===== src/afc_pkg.sv =====
// ----------------------------------------------------------------------------
// afc_pkg
// Types, constants and digit decoders of the ASCII frame checker.
// ----------------------------------------------------------------------------
package afc_pkg;

    localparam int APB_ADDR_W = 4;
    localparam int APB_DATA_W = 32;

    localparam logic [1:0] REG_EXPECTED_STEP  = 2'd0;
    localparam logic [1:0] REG_CHECKSUM_CHECK = 2'd1;
    localparam logic [1:0] REG_STEP_CHECK     = 2'd2;

    localparam logic [7:0] START_BYTE    = 8'h23;
    localparam logic [6:0] MIN_FRAME_LEN = 7'd7;
    localparam logic [6:0] LEN_CHECK_POS = 7'd6;
    localparam logic [6:0] STEP_FIRST    = 7'd4;
    localparam logic [6:0] STEP_LAST     = 7'd7;

    typedef enum logic [2:0] {
        ST_ACCEPTED      = 3'd0,
        ST_STEP_MISMATCH = 3'd1,
        ST_BAD_START     = 3'd2,
        ST_BAD_LENGTH    = 3'd3,
        ST_BAD_CHECKSUM  = 3'd4
    } status_t;

    typedef struct packed {
        logic [13:0] expected_step;
        logic        checksum_check_enable;
        logic        step_check_enable;
    } cfg_t;

    typedef struct packed {
        logic       ok;
        logic [3:0] val;
    } digit_t;

    function automatic digit_t dec_digit(input logic [7:0] b);
        digit_t d;
        d.ok  = (b >= 8'h30) && (b <= 8'h39);
        d.val = b[3:0];
        return d;
    endfunction

    function automatic digit_t hex_upper(input logic [7:0] b);
        digit_t d;
        if ((b >= 8'h30) && (b <= 8'h39))
        begin
            d.ok  = 1'b1;
            d.val = b[3:0];
        end
        else if ((b >= 8'h41) && (b <= 8'h46))
        begin
            d.ok  = 1'b1;
            d.val = 4'(b - 8'h37);
        end
        else
        begin
            d.ok  = 1'b0;
            d.val = 4'd0;
        end
        return d;
    endfunction

endpackage


===== src/afc_if.sv =====


interface afc_res_if;
    logic        valid;
    logic        ready;
    logic [2:0]  status;
    logic [6:0]  frame_length;
    logic [13:0] received_step;
    logic [7:0]  computed_sum;

    modport source (output valid, output status, output frame_length,
                    output received_step, output computed_sum, input ready);
    modport sink   (input valid, input status, input frame_length,
                    input received_step, input computed_sum, output ready);
endinterface


===== src/afc_frame_engine.sv =====
// ----------------------------------------------------------------------------
// afc_frame_engine
// Per-byte frame state update and the registered verdict beat.
// ----------------------------------------------------------------------------
module afc_frame_engine (
    input  logic               clk,
    input  logic               rst_n,
    input  logic               in_valid,
    input  logic [7:0]         in_byte,
    output logic               in_take,
    input  afc_pkg::cfg_t      cfg,
    afc_res_if.source          res
);

    logic [6:0]  pos_reg,      pos_next;
    logic [6:0]  len_reg,      len_next;
    logic        len_inv_reg,  len_inv_next;
    logic [7:0]  sum_reg,      sum_next;
    logic [13:0] step_reg,     step_next;
    logic        step_inv_reg, step_inv_next;
    logic        cks_bad_reg,  cks_bad_next;

    logic        res_valid_reg;
    logic [2:0]  status_reg,   status_next;
    logic [6:0]  flen_reg,     flen_next;
    logic [13:0] rstep_reg,    rstep_next;
    logic [7:0]  csum_reg,     csum_next;
    logic        emit;

    logic [6:0]       eff;
    logic [6:0]       len_tens;
    logic [13:0]      stp;
    afc_pkg::digit_t  dd;
    afc_pkg::digit_t  hd;

    assign in_take = in_valid && (!res_valid_reg || res.ready);
    assign dd      = afc_pkg::dec_digit(in_byte);
    assign hd      = afc_pkg::hex_upper(in_byte);
    assign eff     = len_inv_reg ? 7'd0 : len_reg;
    assign len_tens = {dd.val, 3'b000} + {2'b00, dd.val, 1'b0};

    always_comb
    begin
        pos_next      = pos_reg;
        len_next      = len_reg;
        len_inv_next  = len_inv_reg;
        sum_next      = sum_reg;
        step_next     = step_reg;
        step_inv_next = step_inv_reg;
        cks_bad_next  = cks_bad_reg;
        emit          = 1'b0;
        status_next   = afc_pkg::ST_ACCEPTED;
        flen_next     = 7'd0;
        rstep_next    = 14'd0;
        csum_next     = 8'd0;
        stp           = 14'd0;

        if (pos_reg == 7'd0)
        begin
            if (in_byte != afc_pkg::START_BYTE)
            begin
                emit        = 1'b1;
                status_next = afc_pkg::ST_BAD_START;
            end
            else
            begin
                len_next      = 7'd0;
                len_inv_next  = 1'b0;
                step_next     = 14'd0;
                step_inv_next = 1'b0;
                cks_bad_next  = 1'b0;
                sum_next      = in_byte;
                pos_next      = 7'd1;
            end
        end
        else if (pos_reg <= 7'd2)
        begin
            sum_next = sum_reg + in_byte;
            if (!dd.ok)
            begin
                len_inv_next = 1'b1;
                len_next     = 7'd0;
            end
            else if (!len_inv_reg)
            begin
                len_next = (pos_reg == 7'd1) ? len_tens : len_reg + {3'b000, dd.val};
            end
            pos_next = pos_reg + 7'd1;
        end
        else
        begin
            if (({1'b0, pos_reg} + 8'd3) < {1'b0, eff})
            begin
                sum_next = sum_reg + in_byte;
            end

            if ((pos_reg >= afc_pkg::STEP_FIRST) && (pos_reg <= afc_pkg::STEP_LAST))
            begin
                if (!dd.ok)
                begin
                    step_inv_next = 1'b1;
                end
                else if (!step_inv_reg)
                begin
                    step_next = {step_reg[10:0], 3'b000} + {step_reg[12:0], 1'b0}
                              + {10'd0, dd.val};
                end
            end

            if (eff >= afc_pkg::MIN_FRAME_LEN)
            begin
                if (pos_reg == eff - 7'd3)
                begin
                    if (!hd.ok || (hd.val != sum_reg[7:4]))
                    begin
                        cks_bad_next = 1'b1;
                    end
                end
                else if (pos_reg == eff - 7'd2)
                begin
                    if (!hd.ok || (hd.val != sum_reg[3:0]))
                    begin
                        cks_bad_next = 1'b1;
                    end
                end
            end

            if ((pos_reg == afc_pkg::LEN_CHECK_POS) && (eff < afc_pkg::MIN_FRAME_LEN))
            begin
                emit        = 1'b1;
                status_next = afc_pkg::ST_BAD_LENGTH;
                flen_next   = eff;
                pos_next    = 7'd0;
            end
            else if ((eff >= afc_pkg::MIN_FRAME_LEN) && (pos_reg == eff - 7'd1))
            begin
                stp = (step_inv_next || (eff == afc_pkg::MIN_FRAME_LEN)) ? 14'd0 : step_next;
                emit = 1'b1;
                if (cfg.checksum_check_enable && cks_bad_next)
                begin
                    status_next = afc_pkg::ST_BAD_CHECKSUM;
                end
                else if (cfg.step_check_enable && (stp != cfg.expected_step))
                begin
                    status_next = afc_pkg::ST_STEP_MISMATCH;
                end
                flen_next  = eff;
                rstep_next = stp;
                csum_next  = sum_next;
                pos_next   = 7'd0;
            end
            else
            begin
                pos_next = pos_reg + 7'd1;
            end
        end
    end

    always_ff @(posedge clk or negedge rst_n)
    begin
        if (!rst_n)
        begin
            pos_reg      <= 7'd0;
            len_reg      <= 7'd0;
            len_inv_reg  <= 1'b0;
            sum_reg      <= 8'd0;
            step_reg     <= 14'd0;
            step_inv_reg <= 1'b0;
            cks_bad_reg  <= 1'b0;
        end
        else if (in_take)
        begin
            pos_reg      <= pos_next;
            len_reg      <= len_next;
            len_inv_reg  <= len_inv_next;
            sum_reg      <= sum_next;
            step_reg     <= step_next;
            step_inv_reg <= step_inv_next;
            cks_bad_reg  <= cks_bad_next;
        end
    end

    always_ff @(posedge clk or negedge rst_n)
    begin
        if (!rst_n)
        begin
            res_valid_reg <= 1'b0;
        end
        else if (in_take)
        begin
            res_valid_reg <= emit;
        end
        else if (res.ready)
        begin
            res_valid_reg <= 1'b0;
        end
    end

    always_ff @(posedge clk)
    begin
        if (in_take && emit)
        begin
            status_reg <= status_next;
            flen_reg   <= flen_next;
            rstep_reg  <= rstep_next;
            csum_reg   <= csum_next;
        end
    end

    assign res.valid         = res_valid_reg;
    assign res.status        = status_reg;
    assign res.frame_length  = flen_reg;
    assign res.received_step = rstep_reg;
    assign res.computed_sum  = csum_reg;

endmodule


===== src/flat_wrapper.sv =====
// flat-port wrapper written by rule: the top's interface ports become plain ports
module afc_frame_engine_flat 
  (clk, rst_n, in_valid, in_byte, in_take, cfg, res_valid, res_status, res_frame_length, res_received_step, res_computed_sum, res_ready);
  afc_res_if res_i ();
  input  logic clk;
  input  logic rst_n;
  input  logic in_valid;
  input  logic [7:0] in_byte;
  output logic in_take;
  input  afc_pkg::cfg_t cfg;
  output wire logic [$bits(res_i.valid)-1:0] res_valid;
  output wire logic [$bits(res_i.status)-1:0] res_status;
  output wire logic [$bits(res_i.frame_length)-1:0] res_frame_length;
  output wire logic [$bits(res_i.received_step)-1:0] res_received_step;
  output wire logic [$bits(res_i.computed_sum)-1:0] res_computed_sum;
  input wire logic [$bits(res_i.ready)-1:0] res_ready;
  assign res_valid = res_i.valid;
  assign res_status = res_i.status;
  assign res_frame_length = res_i.frame_length;
  assign res_received_step = res_i.received_step;
  assign res_computed_sum = res_i.computed_sum;
  assign res_i.ready = res_ready;
  afc_frame_engine u_core (.clk(clk), .rst_n(rst_n), .in_valid(in_valid), .in_byte(in_byte), .in_take(in_take), .cfg(cfg), .res(res_i));
endmodule

===== config.mk =====
export PLATFORM = sky130hd
export DESIGN_NAME = afc_frame_engine_flat
export DESIGN_NICKNAME = d
export VERILOG_FILES = /design/src/afc_pkg.sv /design/src/afc_if.sv /design/src/afc_frame_engine.sv /design/src/flat_wrapper.sv
export SDC_FILE = /design/constraint.sdc
export NUM_CORES = 1
export LEC_CHECK = 0
export CORE_AREA = 2 2 108 110
export DETAILED_ROUTE_END_ITERATION = 10
export DIE_AREA = 0 0 110 112
export DONT_BUFFER_PORTS = 1
export GPL_TIMING_DRIVEN = 0
export PLACE_DENSITY_LB_ADDON = 0.25
export SLEW_MARGIN = 40
export SYNTH_ARGS = -nofsm -noshare
export SYNTH_HDL_FRONTEND = slang
export SYNTH_SLANG_ARGS = --single-unit

===== constraint.sdc =====
create_clock -name clk -period 5.4 [get_ports clk]
set_input_delay 0.54 -clock clk [delete_from_list [all_inputs] [get_ports clk]]
set_output_delay 0.54 -clock clk [all_outputs]
set_load 0.02 [all_outputs]

==> parameters.txt <==
Parameter                              Value

Run status
  Status ... complete, no violations

Flow run
  Maximum Capacitance Violations ... 0

Clock tree
  Register clock-pin slew on the reported worst setup and hold paths ... 0.06 ns
  Post-cts sizing count ... 0
  CTS Sinks ... 72
  TritonCTS clock tree ... built
  CTS H-tree depth ... 3
  Buffer type at the clock tree root ... sky130_fd_sc_hd__clkbuf_16
  Worst-Skew Late Latency ... 0.35 ns
  Clock buffer count from CTS ... 9
  Deepest clock path buffer count ... 2

Synth
  Syn Std Cell Area ... 6010 um^2
  Number of instances in the synthesized netlist ... 683
  Yosys top cell area share ... 16.6%
  Sequential area share after synthesis ... 32.6%
  Register bit count reported by yosys ... 72
  Biggest area consumer among synthesized cells ... sky130_fd_sc_hd__dfrtp_1
  Top post-synthesis cells by area ... sky130_fd_sc_hd__dfrtp_1 17%, sky130_fd_sc_hd__edfxtp_1 16%, sky130_fd_sc_hd__ha_1 12%
  Syn nets ... 772
  Mean instance size in the synthesized netlist ... 8.80 um^2
  Main synth FF type ... sky130_fd_sc_hd__dfrtp_1
  Share of flip-flops with an asynchronous set or reset ... 55.6%
  EDFF count, synth ... 32
  Number of distinct library cells after synthesis ... 68
  Number of warnings reported in the yosys synthesis log ... 0

Timing
  Final max-slew violation count ... 0
  Total setup violations reported at the end of the flow ... 0
  Peak Freq ... 0.237 GHz
  Worst slew margin relative to its limit ... 45.3%
  Final worst clock skew ... 0.00825 ns
  Hold Fails Final Rpt ... 0
  Period utilization ... 78.0%
  Slew of the pin with the lowest slew margin ... 0.816 ns
  Setup repair after global routing missed its margin ... no
  Min Tclk post-route ... 4.21 ns
  Accumulated negative setup slack ... 0 ns

Routing
  Post-route DRC ... 0
  Avg Vias per Cell ... 6.37
  Drt initial violations ... 579
  Total number of vias ... 5377
  Detailed-router iteration count before antenna repair ... 5
  WL final ... 16700 um
  Count of nets left with antenna violations after detail routing ... 0
  Routed length per placed instance ... 19.8 um

Global routing
  Number of global-route vias before repair ... 5168
  Layer carrying the most global-route usage ... met2
  GR Util met3 ... 4.86%
  Met1 track utilization from global routing ... 41.4%
  Initial antenna violation count ... 0
  Grt ovf ... 0
  Met2 Resource Use GR ... 43.4%
  Aggregate global-route resource usage ... 28.5%
  Global-route wire length before repair ... 27400 um
  Largest net degree at the start of global routing ... 41

Worst setup path
  End of the worst register-to-register path ... u_core.res.received_step[5]$_SDFFCE_PP0P_
  Worst path slowest cell ... sky130_fd_sc_hd__nor4_2
  Critical-path maximum fanout ... 23
  Endpoint of the worst setup timing path ... u_core.res.received_step[5]$_SDFFCE_PP0P_
  Crit path top cell by count ... sky130_fd_sc_hd__nand2_1
  Critical path start-end classification ... reg -> reg
  Arr. time, crit path ... 4.25 ns
  Reg2Reg Setup Slack ... 1.19 ns
  Reg2Reg Launch Point ... u_core.len_inv_reg$_DFFE_PN0P_
  Number of cells on the worst reg-to-reg path ... 13
  Required time at the endpoint of the critical path ... 5.44 ns
  Cells along the critical path ... buf_2 > clkinv_1 > nand2_1 > ha_1 > clkbuf_1 > nand2_1 > and3_1 > o32ai_1 > xnor2_1 > nor4_2 > a21oi_1 > nor2_4 > buf_8
  CP Capture Type ... flip-flop
  Category of the worst setup path launch point ... flip-flop
  Critical path startpoint ... u_core.len_inv_reg$_DFFE_PN0P_
  Stage delay of the slowest cell on the critical path ... 0.60 ns

Power
  Power consumption ... 3.07 mW
  Leak pwr ... 2.68 nW
  IR drop worst, VDD ... 0.294 mV
  Cell Pwr Density ... 466 nW/um^2

Floorplan
  Starting Density ... 53.8%
  Top-level I/O count ... 62
  Width of the chip ... 110 um
  Placeable core area ... 11200 um^2
  Row cnt ... 39
  Full die area ... 12300 um^2
  Vert. Die Dim ... 112 um

Worst hold path
  Hold WC Path Type ... in -> async

Layout
  Count of inserted antenna diode cells ... 0
  Area occupied by multi-input gates ... 3820 um^2
  P&R area growth vs syn ... 9.74%
  Post-layout net count ... 785
  Post-route cell area ... 6600 um^2
  Area taken by flip-flops and latches ... 1960 um^2
  Final-layout fill cell count ... 968
  Fraction of layout instances using a drive strength above 1 ... 5.28%

Placed design
  Placed wire-length estimate ... 12800 um
  GP Congestion ... 0.911
  Total of buffers placed on input and output ports ... 0
  Total cell area at the placement stage ... 6210 um^2
## cells by family after synthesis
kind of cell | after synthesis | share of synthesized area [%]
and+or+nand+nor | 223 | 18.1
AOI/OAI and AO/OA | 188 | 20.3
DFF | 72 | 32.6
buffers and inverters | 63 | 4.14
adders and majority gates | 61 | 13.3
xor gates and xnor gates | 57 | 8.30
muxes | 19 | 3.25
## layout make-up
type,count,area share [%]
sequential,72,29.7
timing repair buffer,2,0.645
clock buffer,9,3.41
tap,143,2.71
multi-input combinational,548,57.8
buffer,26,1.67
inverter,37,2.10
clock inverter,7,1.90
## worst max-delay path: cells and delay by family (launching register included)
family / cells / cell delay, ns
simple gates: 5 / 1.68
buf+inv: 4 / 1.02
compound gates: 2 / 0.54
flops: 1 / 0.32
fa+ha+maj: 1 / 0.20
xor+xnor: 1 / 0.14
## what timing repair did
action                    CTS  global route
hold endpoints to repair   40             0
buffers inserted            0             0
hold buffers                1             0
## synth_stat cells (6+ instances only)
cell and number:
sky130_fd_sc_hd__a211oi_1 6, sky130_fd_sc_hd__a21o_1 11, sky130_fd_sc_hd__a21oi_1 47, sky130_fd_sc_hd__a22o_1 8, sky130_fd_sc_hd__a31oi_1 10, sky130_fd_sc_hd__clkbuf_1 18
sky130_fd_sc_hd__dfrtp_1 40, sky130_fd_sc_hd__edfxtp_1 32, sky130_fd_sc_hd__ha_1 56, sky130_fd_sc_hd__inv_1 36, sky130_fd_sc_hd__mux2i_1 15, sky130_fd_sc_hd__nand2_1 65
sky130_fd_sc_hd__nand2b_1 6, sky130_fd_sc_hd__nand3_1 10, sky130_fd_sc_hd__nand4_1 6, sky130_fd_sc_hd__nor2_1 63, sky130_fd_sc_hd__nor2b_1 14, sky130_fd_sc_hd__nor3_1 19
sky130_fd_sc_hd__nor4_1 9, sky130_fd_sc_hd__o21a_1 8, sky130_fd_sc_hd__o21ai_0 44, sky130_fd_sc_hd__o22ai_1 8, sky130_fd_sc_hd__xnor2_1 39, sky130_fd_sc_hd__xor2_1 18
## per-layer routing
layer	share of wire, %	up-vias
li1	-	2514
met3	8.5	26
met4	1.9	0
met5	0	-
met2	45	247
met1	45	2590
## how the worst min path moves through the flow
stage          start                              end  slack, ns  cells after the start
6_report       rst_n    u_core.sum_reg[2]$_DFFE_PN0P_       0.03                      1
5_1_grt        rst_n    u_core.sum_reg[2]$_DFFE_PN0P_       0.04                      1
4_1_cts        rst_n    u_core.sum_reg[2]$_DFFE_PN0P_       0.05                      1
3_5_place_dp   rst_n  u_core.step_reg[11]$_DFFE_PN0P_       0.25                      0
3_3_place_gp   rst_n  u_core.step_reg[11]$_DFFE_PN0P_       0.25                      0
2_1_floorplan  rst_n   u_core.cks_bad_reg$_DFFE_PN0P_       0.24                      0
## stage by stage
step | worst slack (ns) | hold WS, ns | instances | utilization, %
6_report | 1.19 | 0.0282 | 844 | 59.1
5_1_grt | 0.982 | 0.0400 | 844 | 59.1
4_1_cts | 1.33 | 0.0467 | 844 | 59.0
3_5_place_dp | 1.20 | 0.246 | 827 | 55.6
3_3_place_gp | -0.0713 | 0.246 | 826 | 55.4
2_1_floorplan | 1.26 | 0.244 | 683 | -
## power breakdown
group	leakage, nW	internal (mW)	total [mW]	switching, mW
combinational	1.67	0.558	1.49	0.935
clock	0.171	0.457	0.717	0.260
sequential	0.835	0.701	0.864	0.163
## cell usage in the layout, fill, tap and decap left out, types with 19 or more instances in the layout
master                     synthesis  layout
sky130_fd_sc_hd__nor3_1           19      19
sky130_fd_sc_hd__edfxtp_1         32      32
sky130_fd_sc_hd__ha_1             56      56
sky130_fd_sc_hd__inv_1            36      36
sky130_fd_sc_hd__nand2_1          65      65
sky130_fd_sc_hd__nor2_1           63      62
sky130_fd_sc_hd__o21ai_0          44      43
sky130_fd_sc_hd__dfrtp_1          40      40
sky130_fd_sc_hd__a21oi_1          47      47
sky130_fd_sc_hd__xnor2_1          39      39
(Power assumes the default switching activity.)
